[config.mk]
export PLATFORM = sky130hd
export DESIGN_NAME = integer_literal_lexer
export DESIGN_NICKNAME = d
export VERILOG_FILES = /design/src/hw/rtl/ilex_pkg.sv /design/src/hw/rtl/ilex_step.sv /design/src/hw/rtl/ilex_out_fifo.sv /design/src/hw/rtl/integer_literal_lexer.sv
export SDC_FILE = /design/constraint.sdc
export NUM_CORES = 1
export LEC_CHECK = 0
export BUFFER_PORTS_ARGS = -buffer_cell sky130_fd_sc_hd__buf_2
export CAP_MARGIN = 20
export CORE_MARGIN = 3
export CORE_UTILIZATION = 45
export CTS_CLUSTER_SIZE = 40
export DETAILED_ROUTE_END_ITERATION = 12
export GPL_TIMING_DRIVEN = 0
export SYNTH_ARGS = -nofsm -noshare
export SYNTH_HDL_FRONTEND = slang
export SYNTH_SLANG_ARGS = --single-unit
export TNS_END_PERCENT = 5
[constraint.sdc]
create_clock -name clk -period 3.7 [get_ports clk]
set_clock_uncertainty 0.2 [all_clocks]
set_input_delay 0.74 -clock clk [delete_from_list [all_inputs] [get_ports clk]]
set_output_delay 0.74 -clock clk [all_outputs]
set_load 0.05 [all_outputs]
[src/hw/rtl/ilex_pkg.sv]
`timescale 1ns / 1ps
// ----------------------------------------------------------------------------
// ilex_pkg: shared types and constants of the integer literal lexer
// Scan modes, token kinds, the result record and the result queue sizing.
// ----------------------------------------------------------------------------
package ilex_pkg;

	// Default accumulator width.
	localparam int VALUE_WIDTH_DEF = 32;

	// Width of the number field on the result channel.
	localparam int NUM_W = 32;

	// Result queue depth (power of two) and its pointer width.
	localparam int OUT_DEPTH = 4;
	localparam int OUT_PTR_W = $clog2(OUT_DEPTH);
	localparam int OUT_CNT_W = $clog2(OUT_DEPTH + 1);

	typedef enum logic [3:0] {
		MODE_IDLE,
		MODE_IDENT,
		MODE_DEC,
		MODE_ZERO,
		MODE_HEX_PRE,
		MODE_HEX,
		MODE_BIN_PRE,
		MODE_BIN,
		MODE_OCT
	} mode_t;

	typedef enum logic [1:0] {
		KIND_NUMBER,
		KIND_NO_DIGITS,
		KIND_IDENT,
		KIND_UNKNOWN
	} kind_t;

	typedef struct packed {
		kind_t             kind;
		logic [NUM_W-1:0]  value;
		logic [7:0]        bad;
		logic              last;
	} result_t;

endpackage

[src/hw/rtl/ilex_step.sv]
`timescale 1ns / 1ps
// ----------------------------------------------------------------------------
// ilex_step: one character step of the lexer
// Computes the next scan mode and accumulator and up to two result tokens.
// ----------------------------------------------------------------------------
module ilex_step #(
	parameter int VALUE_WIDTH = ilex_pkg::VALUE_WIDTH_DEF
) (
	input  ilex_pkg::mode_t          mode,
	input  logic [VALUE_WIDTH-1:0]   acc,
	input  logic [7:0]               char_code,
	input  logic                     end_of_input,
	output ilex_pkg::mode_t          mode_next,
	output logic [VALUE_WIDTH-1:0]   acc_next,
	output logic [1:0]               res_count,
	output ilex_pkg::result_t        res0,
	output ilex_pkg::result_t        res1
);
	import ilex_pkg::*;

	localparam logic [7:0] CH_SPACE = 8'd32;
	localparam logic [7:0] CH_TAB   = 8'd9;
	localparam logic [7:0] CH_LF    = 8'd10;
	localparam int         CW       = (VALUE_WIDTH < NUM_W) ? VALUE_WIDTH : NUM_W;

	function automatic logic is_alpha(input logic [7:0] c);
		return (c >= "a" && c <= "z") || (c >= "A" && c <= "Z") || c == "_";
	endfunction

	function automatic logic is_dec(input logic [7:0] c);
		return c >= "0" && c <= "9";
	endfunction

	logic [3:0]             digit;
	logic                   hex_ok;
	logic                   consumed;
	mode_t                  ext_mode;
	logic [VALUE_WIDTH-1:0] ext_acc;
	logic [VALUE_WIDTH-1:0] dig_ext;
	logic                   pending;
	logic                   is_blank;
	logic                   is_unknown;
	result_t                pend_tok;
	result_t                unk_tok;

	// Character decode and the attempt to extend the pending token.
	always_comb begin
		digit   = char_code[3:0];
		hex_ok  = is_dec(char_code);
		if ((char_code >= "A" && char_code <= "F") ||
			(char_code >= "a" && char_code <= "f")) begin
			digit  = 4'(char_code[3:0] + 4'd9);
			hex_ok = 1'b1;
		end
		dig_ext  = VALUE_WIDTH'(digit);
		consumed = 1'b0;
		ext_mode = mode;
		ext_acc  = acc;
		case (mode)
			MODE_IDENT: begin
				consumed = is_alpha(char_code) || is_dec(char_code);
			end
			MODE_DEC: begin
				consumed = is_dec(char_code);
				ext_acc  = (acc << 3) + (acc << 1) + dig_ext;
			end
			MODE_ZERO: begin
				if (char_code == "x") begin
					consumed = 1'b1;
					ext_mode = MODE_HEX_PRE;
				end else if (char_code == "b") begin
					consumed = 1'b1;
					ext_mode = MODE_BIN_PRE;
				end else if (char_code >= "0" && char_code <= "7") begin
					consumed = 1'b1;
					ext_mode = MODE_OCT;
					ext_acc  = (acc << 3) + dig_ext;
				end
			end
			MODE_HEX_PRE, MODE_HEX: begin
				consumed = hex_ok;
				ext_mode = MODE_HEX;
				ext_acc  = (acc << 4) + dig_ext;
			end
			MODE_BIN_PRE, MODE_BIN: begin
				consumed = char_code == "0" || char_code == "1";
				ext_mode = MODE_BIN;
				ext_acc  = (acc << 1) + dig_ext;
			end
			MODE_OCT: begin
				consumed = char_code >= "0" && char_code <= "7";
				ext_acc  = (acc << 3) + dig_ext;
			end
			default: begin
				consumed = 1'b0;
			end
		endcase
		pending    = mode != MODE_IDLE;
		is_blank   = char_code == CH_SPACE || char_code == CH_TAB || char_code == CH_LF;
		is_unknown = !is_blank && !is_alpha(char_code) && !is_dec(char_code);
	end

	// Next scan mode and accumulator. The accumulator is zero whenever the
	// scanner is idle, so a new token always starts from zero.
	always_comb begin
		mode_next = MODE_IDLE;
		acc_next  = '0;
		if (!end_of_input) begin
			if (pending && consumed) begin
				mode_next = ext_mode;
				acc_next  = ext_acc;
			end else if (is_alpha(char_code)) begin
				mode_next = MODE_IDENT;
			end else if (char_code == "0") begin
				mode_next = MODE_ZERO;
			end else if (is_dec(char_code)) begin
				mode_next = MODE_DEC;
				acc_next  = dig_ext;
			end
		end
	end

	// Result tokens: the flushed pending token comes first, then an unknown
	// character token when the same character starts no token.
	always_comb begin
		pend_tok       = '0;
		pend_tok.kind  = KIND_NUMBER;
		pend_tok.value = NUM_W'(acc[CW-1:0]);
		case (mode)
			MODE_IDENT: begin
				pend_tok.kind  = KIND_IDENT;
				pend_tok.value = '0;
			end
			MODE_HEX_PRE, MODE_BIN_PRE: begin
				pend_tok.kind  = KIND_NO_DIGITS;
				pend_tok.value = '0;
			end
			default: begin
				pend_tok.kind = KIND_NUMBER;
			end
		endcase
		unk_tok      = '0;
		unk_tok.kind = KIND_UNKNOWN;
		unk_tok.bad  = char_code;

		res_count = 2'd0;
		res0      = pend_tok;
		res1      = unk_tok;
		if (end_of_input) begin
			res_count = pending ? 2'd1 : 2'd0;
			res0.last = 1'b1;
		end else if (!(pending && consumed)) begin
			if (pending && is_unknown) begin
				res_count = 2'd2;
				res1.last = 1'b1;
			end else if (pending) begin
				res_count = 2'd1;
				res0.last = 1'b1;
			end else if (is_unknown) begin
				res_count = 2'd1;
				res0      = unk_tok;
				res0.last = 1'b1;
			end
		end
	end

endmodule

[src/hw/rtl/ilex_out_fifo.sv]
`timescale 1ns / 1ps
// ----------------------------------------------------------------------------
// ilex_out_fifo: result queue of the lexer
// Takes up to two results per cycle and hands out one per transfer.
// ----------------------------------------------------------------------------
module ilex_out_fifo (
	input  logic                clk,
	input  logic                arst_n,
	input  logic [1:0]          push_count,
	input  ilex_pkg::result_t   push0,
	input  ilex_pkg::result_t   push1,
	output logic                room_for_two,
	output logic                out_valid,
	input  logic                out_ready,
	output ilex_pkg::result_t   head
);
	import ilex_pkg::*;

	result_t                mem_q [OUT_DEPTH];
	logic [OUT_PTR_W-1:0]   wr_ptr_q;
	logic [OUT_PTR_W-1:0]   rd_ptr_q;
	logic [OUT_CNT_W-1:0]   count_q;
	logic                   pop;

	assign out_valid    = count_q != '0;
	assign pop          = out_valid && out_ready;
	assign head         = mem_q[rd_ptr_q];
	assign room_for_two = count_q <= OUT_CNT_W'(OUT_DEPTH - 2);

	always_ff @(posedge clk or negedge arst_n) begin
		if (!arst_n) begin
			wr_ptr_q <= '0;
			rd_ptr_q <= '0;
			count_q  <= '0;
		end else begin
			wr_ptr_q <= wr_ptr_q + OUT_PTR_W'(push_count);
			rd_ptr_q <= rd_ptr_q + OUT_PTR_W'(pop);
			count_q  <= count_q + OUT_CNT_W'(push_count) - OUT_CNT_W'(pop);
		end
	end

	always_ff @(posedge clk) begin
		if (push_count != 2'd0) begin
			mem_q[wr_ptr_q] <= push0;
		end
		if (push_count == 2'd2) begin
			mem_q[OUT_PTR_W'(wr_ptr_q + 1'b1)] <= push1;
		end
	end

endmodule

[src/hw/rtl/integer_literal_lexer.sv]
`timescale 1ns / 1ps
// ----------------------------------------------------------------------------
// integer_literal_lexer: streaming lexer for C-style integer literals
// One source byte per transfer in, one token per transfer out.
// ----------------------------------------------------------------------------
// The lexer takes one character per cycle while in_ready is high and answers
// each with zero, one or two tokens: decimal, 0x hex, 0b binary and 0-prefixed
// octal literals as numbers (value modulo 2^VALUE_WIDTH, low 32 bits shown), a
// bare prefix as a missing-digits token, identifier runs as one token, and any
// other non-blank byte as an unknown-character token. A character is absorbed
// in the cycle it is accepted; the scan mode and accumulator registers update
// at that edge and its tokens enter a four-entry result queue, which is read
// one token per cycle while out_ready is high. Input is taken whenever at
// least two queue slots are free, so a steady stream runs at one character
// per cycle while the result side keeps up; a character that yields two
// tokens costs the result side two transfers, and the queue depth sets how far
// input runs ahead of a stalled result side. An end-of-input item flushes the
// pending token and returns the scanner to idle.
// ----------------------------------------------------------------------------
module integer_literal_lexer #(
	parameter int VALUE_WIDTH = ilex_pkg::VALUE_WIDTH_DEF
) (
	input  logic        clk,
	input  logic        arst_n,
	input  logic        in_valid,
	output logic        in_ready,
	input  logic [7:0]  char_code,
	input  logic        end_of_input,
	output logic        out_valid,
	input  logic        out_ready,
	output logic [1:0]  token_kind,
	output logic [31:0] number_value,
	output logic [7:0]  bad_char,
	output logic        last_result
);
	import ilex_pkg::*;

	mode_t                  mode_q;
	logic [VALUE_WIDTH-1:0] acc_q;
	mode_t                  mode_next;
	logic [VALUE_WIDTH-1:0] acc_next;
	logic [1:0]             res_count;
	logic [1:0]             push_count;
	result_t                res0;
	result_t                res1;
	result_t                head;
	logic                   room_for_two;
	logic                   in_xfer;

	// Input is taken whenever the queue can absorb the worst case of two tokens.
	assign in_ready   = room_for_two;
	assign in_xfer    = in_valid && in_ready;
	assign push_count = in_xfer ? res_count : 2'd0;

	ilex_step #(
		.VALUE_WIDTH (VALUE_WIDTH)
	) u_step (
		.mode         (mode_q),
		.acc          (acc_q),
		.char_code    (char_code),
		.end_of_input (end_of_input),
		.mode_next    (mode_next),
		.acc_next     (acc_next),
		.res_count    (res_count),
		.res0         (res0),
		.res1         (res1)
	);

	// Scanner state advances only on an accepted input transfer.
	always_ff @(posedge clk or negedge arst_n) begin
		if (!arst_n) begin
			mode_q <= MODE_IDLE;
			acc_q  <= '0;
		end else if (in_xfer) begin
			mode_q <= mode_next;
			acc_q  <= acc_next;
		end
	end

	ilex_out_fifo u_out_fifo (
		.clk          (clk),
		.arst_n       (arst_n),
		.push_count   (push_count),
		.push0        (res0),
		.push1        (res1),
		.room_for_two (room_for_two),
		.out_valid    (out_valid),
		.out_ready    (out_ready),
		.head         (head)
	);

	assign token_kind   = 2'(head.kind);
	assign number_value = head.value;
	assign bad_char     = head.bad;
	assign last_result  = head.last;

	// An end-of-input transfer always leaves the scanner idle.
	a_end_to_idle: assert property (@(posedge clk) disable iff (!arst_n)
		in_xfer && end_of_input |=> mode_q == MODE_IDLE)
		else $error("scanner not idle after end of input");

	// The accumulator is cleared whenever no token is pending.
	a_idle_acc_zero: assert property (@(posedge clk) disable iff (!arst_n)
		mode_q == MODE_IDLE |-> acc_q == '0)
		else $error("accumulator not zero while idle");

	// Only number tokens carry a value.
	a_value_only_numbers: assert property (@(posedge clk) disable iff (!arst_n)
		out_valid && token_kind != 2'(KIND_NUMBER) |-> number_value == '0)
		else $error("non-number token carries a value");

	// Only unknown-character tokens carry a character.
	a_bad_only_unknown: assert property (@(posedge clk) disable iff (!arst_n)
		out_valid && token_kind != 2'(KIND_UNKNOWN) |-> bad_char == '0)
		else $error("token other than unknown carries a character");

endmodule

==> flow_summary.yaml, run 1 <==
sta:
  final_max_slew_viol_count: 0
  fmax_mhz: 218
  worstMarginPinSlew_ns: 0.948
  hold_violations: 0
  layout_setup_ws_ns: -0.879
  fin_crit_ns: 4.58
  setup_total_negative_slack_ns: -30.22
  setup_viol: 120
  rsz0062_at_grt: "yes"
  post-route-period-util_pct: 124
  relSlewSlack_pct: 36.8
setup_path:
  timing.critical_path.to: "acc_q[16]"
  end_kind: "flop"
  crit_fanout: 7
  rrSetupSlack_ns: -0.36
  reg2reg_from: "acc_q[2]"
  critPathKind: "primary input to flop"
  timing.rr.end: "acc_q[16]"
  critPathLaunchType: "primary input"
  crit_path_start: "char_code[0]"
  crit_arrival_ns: 4.79
  reg2reg_depth: 15
  cp.required_ns: 3.91
die:
  rows: 60
  die_y_um: 174
  dieArea_um2: 30400
  core_um2: 27400
  start_util_pct: 46.5
  fp.dieW_um: 174
  io_pins: 58
grt:
  grtUsageMet1_pct: 35.9
  antenna_found_initial: 0
  globalRouteTotalUtil_pct: 25.0
  grt_pass1_vias: 10600
  grt_use_met2_pct: 38.9
  grtUsageMet3_pct: 3.84
  busiest_layer: "met2"
  grt_pass1_wl_um: 61000
  grt_max_degree: 36
  grt_overflow: 0
yosys:
  synth_cell_types: 80
  synth_nets: 1369
  avgSynthCellArea_um2: 9.94
  ys.flop_type: "dfxtp_1"
  ys_seq_area_share_pct: 38.3
  synth.top_cell.area_share_pct: 21.4
  netlist_area_um2: 12700
  synth_top_cells_by_count: "dfxtp_1, a22o_1, nand2_1, nor2_1, clkbuf_1"
  yosys_warnings: 0
  yosysMostFrequentCell: "dfxtp_1"
  ys_ff_latch: 215
  syn_inst: 1281
  synth-edff-count: 36
  synth_top_area_cell: "dfxtp_1"
  synthArstFlopShare_pct: 20.0
  synth_area_leaders: "dfxtp_1, a22o_1, edfxtp_1"
drt:
  wirelength_um: 38900
  vias: 10900
  via_per_inst: 6.09
  avgRoutedWirePerCell_um: 21.8
  ant_nets: 0
  drt_iter0_drc: 957
  drc: 0
  first_pass_iters: 7
clock_network:
  clock-root-buffer: "clkbuf_16"
  clock_latency_ns: 0.52
  cts_tree: "yes"
  cts.sinks: 215
  cts_buffer_depth: 3
  clkTransAtPathRegs_ns: 0.07
  htreeDepth: 1
  numCtsBuffers: 24
final_layout:
  drive_above_1_share_pct: 21.6
  fin_util_pct: 56.1
  final_nets: 1487
  antenna_cells: 0
  syn2layout_area_growth_pct: 20.7
pwr:
  p_comb_share_pct: 37.2
  sw_frac_of_total_pct: 38.3
  power.leakage_nw: 6.36
  max-vdd-ir-drop_uv: 264
  power_density_nw_per_um2: 543
  power_switching_mw: 3.19
  seqPwrFrac_pct: 32.0
  p_int_mw: 5.15
  clockPowerShare_pct: 30.8
outcome:
  violations: "setup timing"
  run_status: "finished, violations left"
placement:
  io_buffer_count: 56
  place_congestion: 0.896
  dpl.hpwl_um: 27400
flow_run:
  max_cap_viol_count: 0
hold_path:
  hp-class: "flop to flop"
cells in the final DEF (no fill, tap or decap), types with 10 or more instances in the layout:
cell type  Yosys  layout
o21ai_1       10      19
o21ai_0       44      30
a21oi_1       61      51
buf_6          7      14
nor2b_1       12      12
mux2i_1       13      13
nand4_1       11      11
ha_1          71      64
and3_1        10      10
clkbuf_16      0      28
dfrtp_1       43      43
buf_2         10      70
dfxtp_1      136     136
nand2_1      104      98
xor2_1        35      34
nor3_1        30      24
mux4_2        43      43
and2_1        20      19
nand3_1       29      29
a21o_1        15      14
buf_4          0      28
clkbuf_1      74      65
inv_1         31      22
a22o_1       135     134
edfxtp_1      36      36
xnor2_1       47      40
nor2_1        79      71
registers in the layout, indices dropped and copies added, names as in the netlist:
name / count
mode_q: 4
acc_q: 32
u_out_fifo.mem_q: 172
u_out_fifo.rd_ptr_q: 2
u_out_fifo.count_q: 3
u_out_fifo.wr_ptr_q: 2
what timing repair did:
action	CTS	global route
buffers inserted	21	11
hold endpoints to repair	8	0
pin swaps	38	27
cloned	0	0
gates resized for setup	82	86
setup endpoints to repair	280	250
hold buffers	1	0
how the worst min path moves through the flow:
stage | slack, ns | to | depth (start not counted) | from
after global routing | 0.28 | u_out_fifo.mem_q[3][26] | 1 | u_out_fifo.mem_q[3][26]
after floorplan | 0.24 | acc_q[0] | 0 | arst_n
after detailed placement | 0.26 | u_out_fifo.mem_q[2][28] | 1 | u_out_fifo.mem_q[2][28]
after CTS | 0.28 | u_out_fifo.mem_q[2][26] | 1 | u_out_fifo.mem_q[2][26]
after global placement | 0.25 | u_out_fifo.mem_q[0][42] | 2 | u_out_fifo.mem_q[0][42]
final | 0.27 | u_out_fifo.mem_q[2][26] | 1 | u_out_fifo.mem_q[2][26]
power by group through the flow:
| stage | registers [mW] | clock network, mW | logic (mW) |
|---|---|---|---|
| floorplan | 2.68 | 0 | 2.09 |
| global placement | 2.71 | 0 | 2.84 |
| detailed placement | 2.72 | 0 | 2.87 |
| CTS | 2.67 | 2.59 | 2.98 |
| global route | 2.69 | 2.69 | 3.31 |
| finish | 2.67 | 2.57 | 3.11 |
layer usage:
metal / routed length, um / up-vias / share of wire [%]
met3: 2640 / 78 / 6.8
met1: 17700 / 5336 / 45
met5: 0 / - / 0
met4: 1120 / 0 / 2.9
li1: - / 5084 / -
met2: 17500 / 400 / 45
through the flow:
step           setup WS [ns]  area [um^2]  instances  hold WS, ns  power (mW)
2_1_floorplan          -1.18        12900       1281        0.237        4.77
3_3_place_gp           -2.33        13600       1709        0.253        5.55
3_5_place_dp           -2.26        13600       1711        0.260        5.59
4_1_cts               -0.893        15000       1777        0.275        8.24
5_1_grt               -0.986        15400       1789        0.284        8.69
6_report              -0.879        15400       1789        0.274        8.34
cell type report:
type                            instances  area (um^2)
Buffer                                102          524
Clock buffer                           38          768
Clock inverter                          6         83.8
Fill cell                            2424        12000
Inverter                               32          145
Multi-Input combinational cell        932         7880
Sequential cell                       215         4880
Tap cell                              372          465
Timing Repair Buffer                   92          623
cells by family after synthesis:
group | after synthesis | share of synthesized area (%)
simple gates | 340 | 13.1
buf+inv | 134 | 4.46
compound gates | 379 | 22.3
xor+xnor | 82 | 5.64
fa+ha+maj | 75 | 7.60
mux | 56 | 8.63
flops | 215 | 38.3
critical path: stages:
cell and delay [ns]:
buf_4 0.15, clkinvlp_4 0.09, ha_4 0.16, or4b_4 0.50, o2111ai_4 0.22, o22ai_4 0.14
nand2_2 0.12, xnor2_4 0.14, inv_2 0.08, ha_4 0.28, ha_4 0.15, inv_2 0.04
fa_2 0.33, nand2b_4 0.15, a21o_1 0.20, a21oi_4 0.17, buf_6 0.12, a22o_4 0.14
nor3_4 0.05, o31ai_2 0.29, xnor2_1 0.18, nand2_1 0.09, a32o_1 0.26
Note: power is estimated with default switching activity, not from simulation.
==> run 2, diff against run 1 <==
--- a/config.mk
+++ b/config.mk
@@ -8,10 +8,11 @@
 export BUFFER_PORTS_ARGS = -buffer_cell sky130_fd_sc_hd__buf_2
 export CAP_MARGIN = 20
 export CORE_MARGIN = 3
-export CORE_UTILIZATION = 45
+export CORE_UTILIZATION = 56
 export CTS_CLUSTER_SIZE = 40
 export DETAILED_ROUTE_END_ITERATION = 12
 export GPL_TIMING_DRIVEN = 0
+export PLACE_DENSITY = 0.77
 export SYNTH_ARGS = -nofsm -noshare
 export SYNTH_HDL_FRONTEND = slang
 export SYNTH_SLANG_ARGS = --single-unit
==> constraint.sdc (replaced) <==
create_clock -name clk -period 3.7 [get_ports clk]
set_clock_uncertainty 0.2 [all_clocks]
set_input_delay 0.185 -clock clk [delete_from_list [all_inputs] [get_ports clk]]
set_output_delay 0.185 -clock clk [all_outputs]
set_load 0.05 [all_outputs]
==> run 2 against run 1 <==
Compared with the run above: the flow still finishes with violations (setup timing); maximum frequency grew 13%; combinational power is 5% lower; design area decreased by 2.7%; sequential share of layout area rose by 0.88 points; final cell count down 5.1%; non-clock buffer count increased by 4; routed wire length is 4.3% lower; worst setup slack better by 0.53 ns; flip-flop and latch count unchanged; hold slack lost 0.24 ns; critical endpoint is now acc_q[30].
==> flow_summary.yaml, run 2 (synthesized netlist as in run 1, its figures left out) <==
setup_path:
  cp_num_buf_inv: 4
  critPathKind: "primary input to flop"
  reg2reg_depth: 16
  path_cells: "buf_8 -> clkinvlp_4 -> ha_4 -> or4b_4 -> o2111ai_4 -> o22ai_4 -> nand2_1 -> o21a_1 -> inv_1 -> ha_1 -> ha_4 -> inv_2 -> fa_2 -> nand2b_4 -> a21o_1 -> a21oi_4 -> a22oi_2 -> o21ai_2 -> o21ai_4 -> o221ai_2 -> or4_1 -> a32o_1"
  timing.rr.end: "acc_q[29]"
  cp.required_ns: 3.88
  crit_fanout: 6
  critPathLaunchType: "primary input"
  end_kind: "flop"
  rrSetupSlack_ns: -0.10
  cpMostUsedCell: "ha_4"
  reg2reg_from: "acc_q[2]"
  path_delay_family: "compound AO/OA/AOI/OAI gates"
  cpPeakStageDelay_ns: 0.57
  crit_slowest_cell: "or4b_4"
  crit_arrival_ns: 4.23
sta:
  worstMarginPinSlew_ns: 0.919
  rsz0062_at_grt: "yes"
  setup_viol: 26
  layout_setup_ws_ns: -0.344
  setup_total_negative_slack_ns: -4.15
  hold_violations: 0
  final_max_slew_viol_count: 0
  post-route-period-util_pct: 109
  fmax_mhz: 247
  fin_crit_ns: 4.04
  relSlewSlack_pct: 38.7
pwr:
  power_switching_mw: 3.06
  clockPowerShare_pct: 30.1
  p_comb_share_pct: 36.8
  p_int_mw: 5.00
  sw_frac_of_total_pct: 38.0
  power_density_nw_per_um2: 539
  power.leakage_nw: 6.23
  seqPwrFrac_pct: 33.1
  max-vdd-ir-drop_uv: 429
  p_total_mw: 8.06
grt:
  grtUsageMet3_pct: 3.93
  grtUsageMet1_pct: 42.1
  grt_pass1_wl_um: 59300
  grt_pass1_vias: 10800
  globalRouteTotalUtil_pct: 29.9
  grt_overflow: 0
  antenna_found_initial: 0
  grt_use_met2_pct: 47.9
  busiest_layer: "met2"
  grt_max_degree: 44
final_layout:
  final_common_cell: "dfxtp_1"
  final_nets: 1490
  drive_above_1_share_pct: 19.3
  largest-register: "u_out_fifo.mem_q"
  finalNonFillerCells: 1698
  top_regs: "u_out_fifo.mem_q: 172 flops, acc_q: 32 flops, mode_q: 4 flops"
  layout_common_cells: "dfxtp_1, a22o_1, nand2_1, nor2_1"
  antenna_cells: 0
  largest_register_ff_count: 172
  syn2layout_area_growth_pct: 17.4
clock_network:
  clock-root-buffer: "clkbuf_16"
  numCtsBuffers: 23
  htreeDepth: 1
  cts.sinks: 215
  clock_latency_ns: 0.50
  cts_tree: "yes"
  cts_buffer_depth: 3
  clkTransAtPathRegs_ns: 0.06
hold_path:
  hold_path.startpoint: "end_of_input"
  min_to: "u_out_fifo.mem_q[2][42]"
  hp-class: "primary input to flop"
  hold_depth: 5
drt:
  first_pass_iters: 6
  drt_iter0_drc: 1190
  via_per_inst: 6.61
  drc: 0
  ant_nets: 0
  wirelength_um: 37200
  vias: 11200
  avgRoutedWirePerCell_um: 21.9
die:
  start_util_pct: 57.6
  io_pins: 58
  core_um2: 22100
  dieArea_um2: 24600
  fp.dieW_um: 157
  die_y_um: 157
  rows: 54
placement:
  dp_slack_ns: -1.79
  post-place-cells: 1618
  place_congestion: 0.948
  dpl.hpwl_um: 26300
  io_buffer_count: 56
flow_run:
  max_cap_viol_count: 0
outcome:
  run_status: "finished, violations left"
  violations: "setup timing"
## run 2: cell count changes in the layout (fill, tap and decap cells not counted), moves of 5 or more
cell,previous run,this run
a221oi_1,7,12
a221oi_2,5,0
buf_2,70,65
buf_6,14,9
clkbuf_2,4,10
dlygate4sd3_1,1,6
o21ai_0,30,35
xnor2_1,40,45
## run 2: routing by layer
layer,up-vias,wire length [um]
li1,5078,-
met1,5556,16100
met2,506,17400
met3,91,2700
met4,0,1130
met5,-,0
## run 2: stage by stage
stage | hold WS, ns | area, um^2 | util [%]
floorplan | -0.311 | 12800 | -
global placement | 0.236 | 13500 | 60.9
detailed placement | 0.247 | 13500 | 61.0
CTS | 0.0155 | 14800 | 66.8
global route | 0.0402 | 15000 | 67.7
finish | 0.0310 | 15000 | 67.7
## run 2: worst reg2reg max path: stages (launching register included)
cell,delay (ns)
dfrtp_1,0.41
clkbuf_2,0.31
inv_1,0.10
fa_1,0.56
inv_1,0.08
ha_4,0.25
a211oi_4,0.23
o21a_1,0.21
nor2_4,0.07
buf_4,0.15
a2111oi_4,0.18
buf_4,0.19
o2bb2ai_4,0.11
a21boi_2,0.17
mux2i_1,0.23
o221ai_1,0.15
nand2_1,0.12
## run 2: how the worst max path moves through the flow
stage                 start   endpoint  cells after the start
2_1_floorplan  char_code[1]  acc_q[30]                     21
3_3_place_gp   char_code[1]  acc_q[29]                     19
3_5_place_dp   char_code[1]  acc_q[29]                     19
4_1_cts        char_code[1]  acc_q[16]                     23
5_1_grt        char_code[1]  acc_q[30]                     23
6_report       char_code[1]  acc_q[30]                     22
## run 2: cell type report
| class | count | area, um^2 |
|---|---|---|
| multi-input combinational | 932 | 7680 |
| inverter | 32 | 139 |
| fill | 1704 | 7140 |
| sequential | 215 | 4880 |
| clock inverter | 10 | 134 |
| tap | 280 | 350 |
| buffer | 102 | 475 |
| timing repair buffer | 96 | 628 |
| clock buffer | 31 | 667 |
## run 2: power groups by stage
stage	Clock [mW]	Sequential, mW	Combinational, mW
global route	2.53	2.69	3.17
detailed placement	0	2.72	2.80
global placement	0	2.71	2.75
finish	2.43	2.67	2.97
CTS	2.43	2.67	2.87
floorplan	0	2.68	2.09
## run 2: repair_timing
item,CTS,global route
gates resized for setup,59,39
hold endpoints to repair,51,6
pin swaps,33,18
endpoints found under the setup margin,150,128
hold buffers,5,1
setup buffers,26,6
==> run 3, diff against run 2 <==
--- a/config.mk
+++ b/config.mk
@@ -5,7 +5,7 @@
 export SDC_FILE = /design/constraint.sdc
 export NUM_CORES = 1
 export LEC_CHECK = 0
-export BUFFER_PORTS_ARGS = -buffer_cell sky130_fd_sc_hd__buf_2
+export BUFFER_PORTS_ARGS = -buffer_cell sky130_fd_sc_hd__buf_4
 export CAP_MARGIN = 20
 export CORE_MARGIN = 3
 export CORE_UTILIZATION = 56
@@ -13,6 +13,7 @@
 export DETAILED_ROUTE_END_ITERATION = 12
 export GPL_TIMING_DRIVEN = 0
 export PLACE_DENSITY = 0.77
+export SLEW_MARGIN = 30
 export SYNTH_ARGS = -nofsm -noshare
 export SYNTH_HDL_FRONTEND = slang
 export SYNTH_SLANG_ARGS = --single-unit
==> run 3 against run 2 <==
Compared with the run above: the run still ends with setup timing left; count of clock-buffer cells in the layout increased by 3; maximum frequency is essentially flat; utilization rose by 0.12 points; combinational power up 2%; flip-flop and latch count stayed put; routed wire length grew 0.98%; non-clock buffer count down 4; final cell count down 0.24%; clock power is 3% lower; register-to-register slack about the same; via count is 0.38% lower; largest power group unchanged; highest routed layer unchanged.
==> flow_summary.yaml, run 3 (synthesized netlist as in run 1, its figures left out) <==
outcome:
  run_status: "finished, violations left"
  violations: "setup timing"
grt:
  grt_max_degree: 44
  antenna_found_initial: 0
  grt_overflow: 0
  grt_pass1_wl_um: 58500
  grt_pass1_vias: 10800
  globalRouteTotalUtil_pct: 29.7
final_layout:
  top_regs: "u_out_fifo.mem_q: 172 flops, acc_q: 32 flops, mode_q: 4 flops"
  fin_util_pct: 67.8
  finalNonFillerCells: 1694
  layout_common_cells: "dfxtp_1, a22o_1, nand2_1, buf_4, nor2_1"
  antenna_cells: 0
  final_area_um2: 15000
  final_nets: 1487
  largest_register_ff_count: 172
  final_common_cell: "dfxtp_1"
  largest-register: "u_out_fifo.mem_q"
  syn2layout_area_growth_pct: 17.7
  drive_above_1_share_pct: 18.4
  n_fill_cell: 1726
sta:
  worstMarginPinSlew_ns: 0.912
  fin_crit_ns: 4.05
  setup_viol: 45
  rsz0062_at_grt: "yes"
  relSlewSlack_pct: 39.2
  hold_violations: 0
  layout_setup_ws_ns: -0.348
  post-route-period-util_pct: 109
  final_max_slew_viol_count: 0
  setup_total_negative_slack_ns: -4.38
  fmax_mhz: 247
drt:
  ant_nets: 0
  via_per_inst: 6.60
  avgRoutedWirePerCell_um: 22.2
  drc: 0
  first_pass_iters: 6
  drt_iter0_drc: 1205
  vias: 11200
  wirelength_um: 37600
setup_path:
  reg2reg_depth: 12
  path_cells: "buf_12 -> clkinvlp_4 -> ha_4 -> or4b_4 -> o2111ai_4 -> o22ai_4 -> nand2_2 -> xnor2_4 -> inv_2 -> ha_4 -> ha_4 -> inv_2 -> fa_2 -> nand2b_4 -> a21o_1 -> a21oi_4 -> a22oi_2 -> o21ai_2 -> buf_4 -> buf_4 -> xor2_1 -> a221oi_1 -> o21ai_1"
  timing.rr.end: "acc_q[26]"
  crit_arrival_ns: 4.23
  rrSetupSlack_ns: -0.11
  cpMostUsedCell: "ha_4"
  crit_fanout: 5
  cpPeakStageDelay_ns: 0.52
  reg2reg_from: "mode_q[3]"
  critPathLaunchType: "primary input"
  cp.required_ns: 3.88
  end_kind: "flop"
  critPathKind: "primary input to flop"
  crit_slowest_cell: "or4b_4"
die:
  core_um2: 22100
  dieArea_um2: 24600
  die_y_um: 157
  io_pins: 58
  fp.dieW_um: 157
  start_util_pct: 57.6
  rows: 54
clock_network:
  htreeDepth: 1
  clock-root-buffer: "clkbuf_16"
  cts_buffer_depth: 3
  clkTransAtPathRegs_ns: 0.07
  cts.sinks: 215
  cts_tree: "yes"
  numCtsBuffers: 23
  clock_latency_ns: 0.51
pwr:
  max-vdd-ir-drop_uv: 375
  power_density_nw_per_um2: 538
  power.leakage_nw: 6.19
placement:
  io_buffer_count: 56
  dpl.hpwl_um: 26100
  place_congestion: 0.974
  dp_slack_ns: -1.71
  placed_area_um2: 13600
  post-place-cells: 1618
flow_run:
  max_cap_viol_count: 0
hold_path:
  hp-class: "primary input to async pin"
run 3: cell count changes in the layout (fill, tap and decap cells not counted), sizes merged:
| cell | previous run | this run |
|---|---|---|
| dlygate4sd3 | 6 | 8 |
| clkbuf | 105 | 106 |
| clkinv | 7 | 5 |
| bufinv | 3 | 1 |
| clkinvlp | 5 | 6 |
| buf | 118 | 114 |
run 3: what timing repair did:
item,in CTS,in global routing
hold endpoints to repair,54,0
gates cloned,0,1
setup buffers,20,8
pin swaps,34,19
setup endpoints to repair,124,157
hold buffers,8,0
gates resized for setup,65,16
run 3: worst max path at each step:
stage / from / to / slack, ns
after CTS: char_code[1] / acc_q[16] / -0.31
final: char_code[1] / acc_q[22] / -0.35
after global routing: char_code[1] / acc_q[16] / -0.50
after floorplan: char_code[1] / acc_q[30] / -0.66
after global placement: char_code[1] / acc_q[29] / -1.70
after detailed placement: char_code[1] / acc_q[29] / -1.71
run 3: per-layer routing:
metal	wire (um)	vias up	global-route usage [%]
met4	1240	0	10.5
met5	0	-	0
li1	-	5064	-
met2	17200	575	46.4
met1	15800	5455	42.0
met3	3330	94	4.98
run 3: area by class of cell:
cell class	instances	area, um^2	area share [%]
Multi-Input combinational cell	932	7630	50.9
Sequential cell	215	4880	32.6
Timing Repair Buffer	93	736	4.91
Clock buffer	34	711	4.74
Buffer	101	472	3.15
Tap cell	280	350	2.34
Inverter	32	139	0.927
Clock inverter	6	60.1	0.401
Timing Repair inverter	1	7.51	0.0501
run 3: where the power goes:
group          leakage (nW)  internal, mW  switching (mW)
sequential             2.01          2.57           0.105
clock                 0.386          1.40           0.951
combinational          3.79          1.02            2.01
run 3: worst max-delay path, delay by kind of cell:
kind            cells  cell delay (ns)
xor+xnor            2             0.20
simple gates        3             0.79
compound gates      8             1.47
fa+ha+maj           4             1.00
buf+inv             6             0.59
run 3: per-stage QoR:
step	total power, mW	hold WS [ns]
global placement	5.53	0.0315
detailed placement	5.60	0.0403
global route	8.37	0.0865
finish	8.06	0.0246
floorplan	4.77	-0.311
CTS	7.99	0.0432
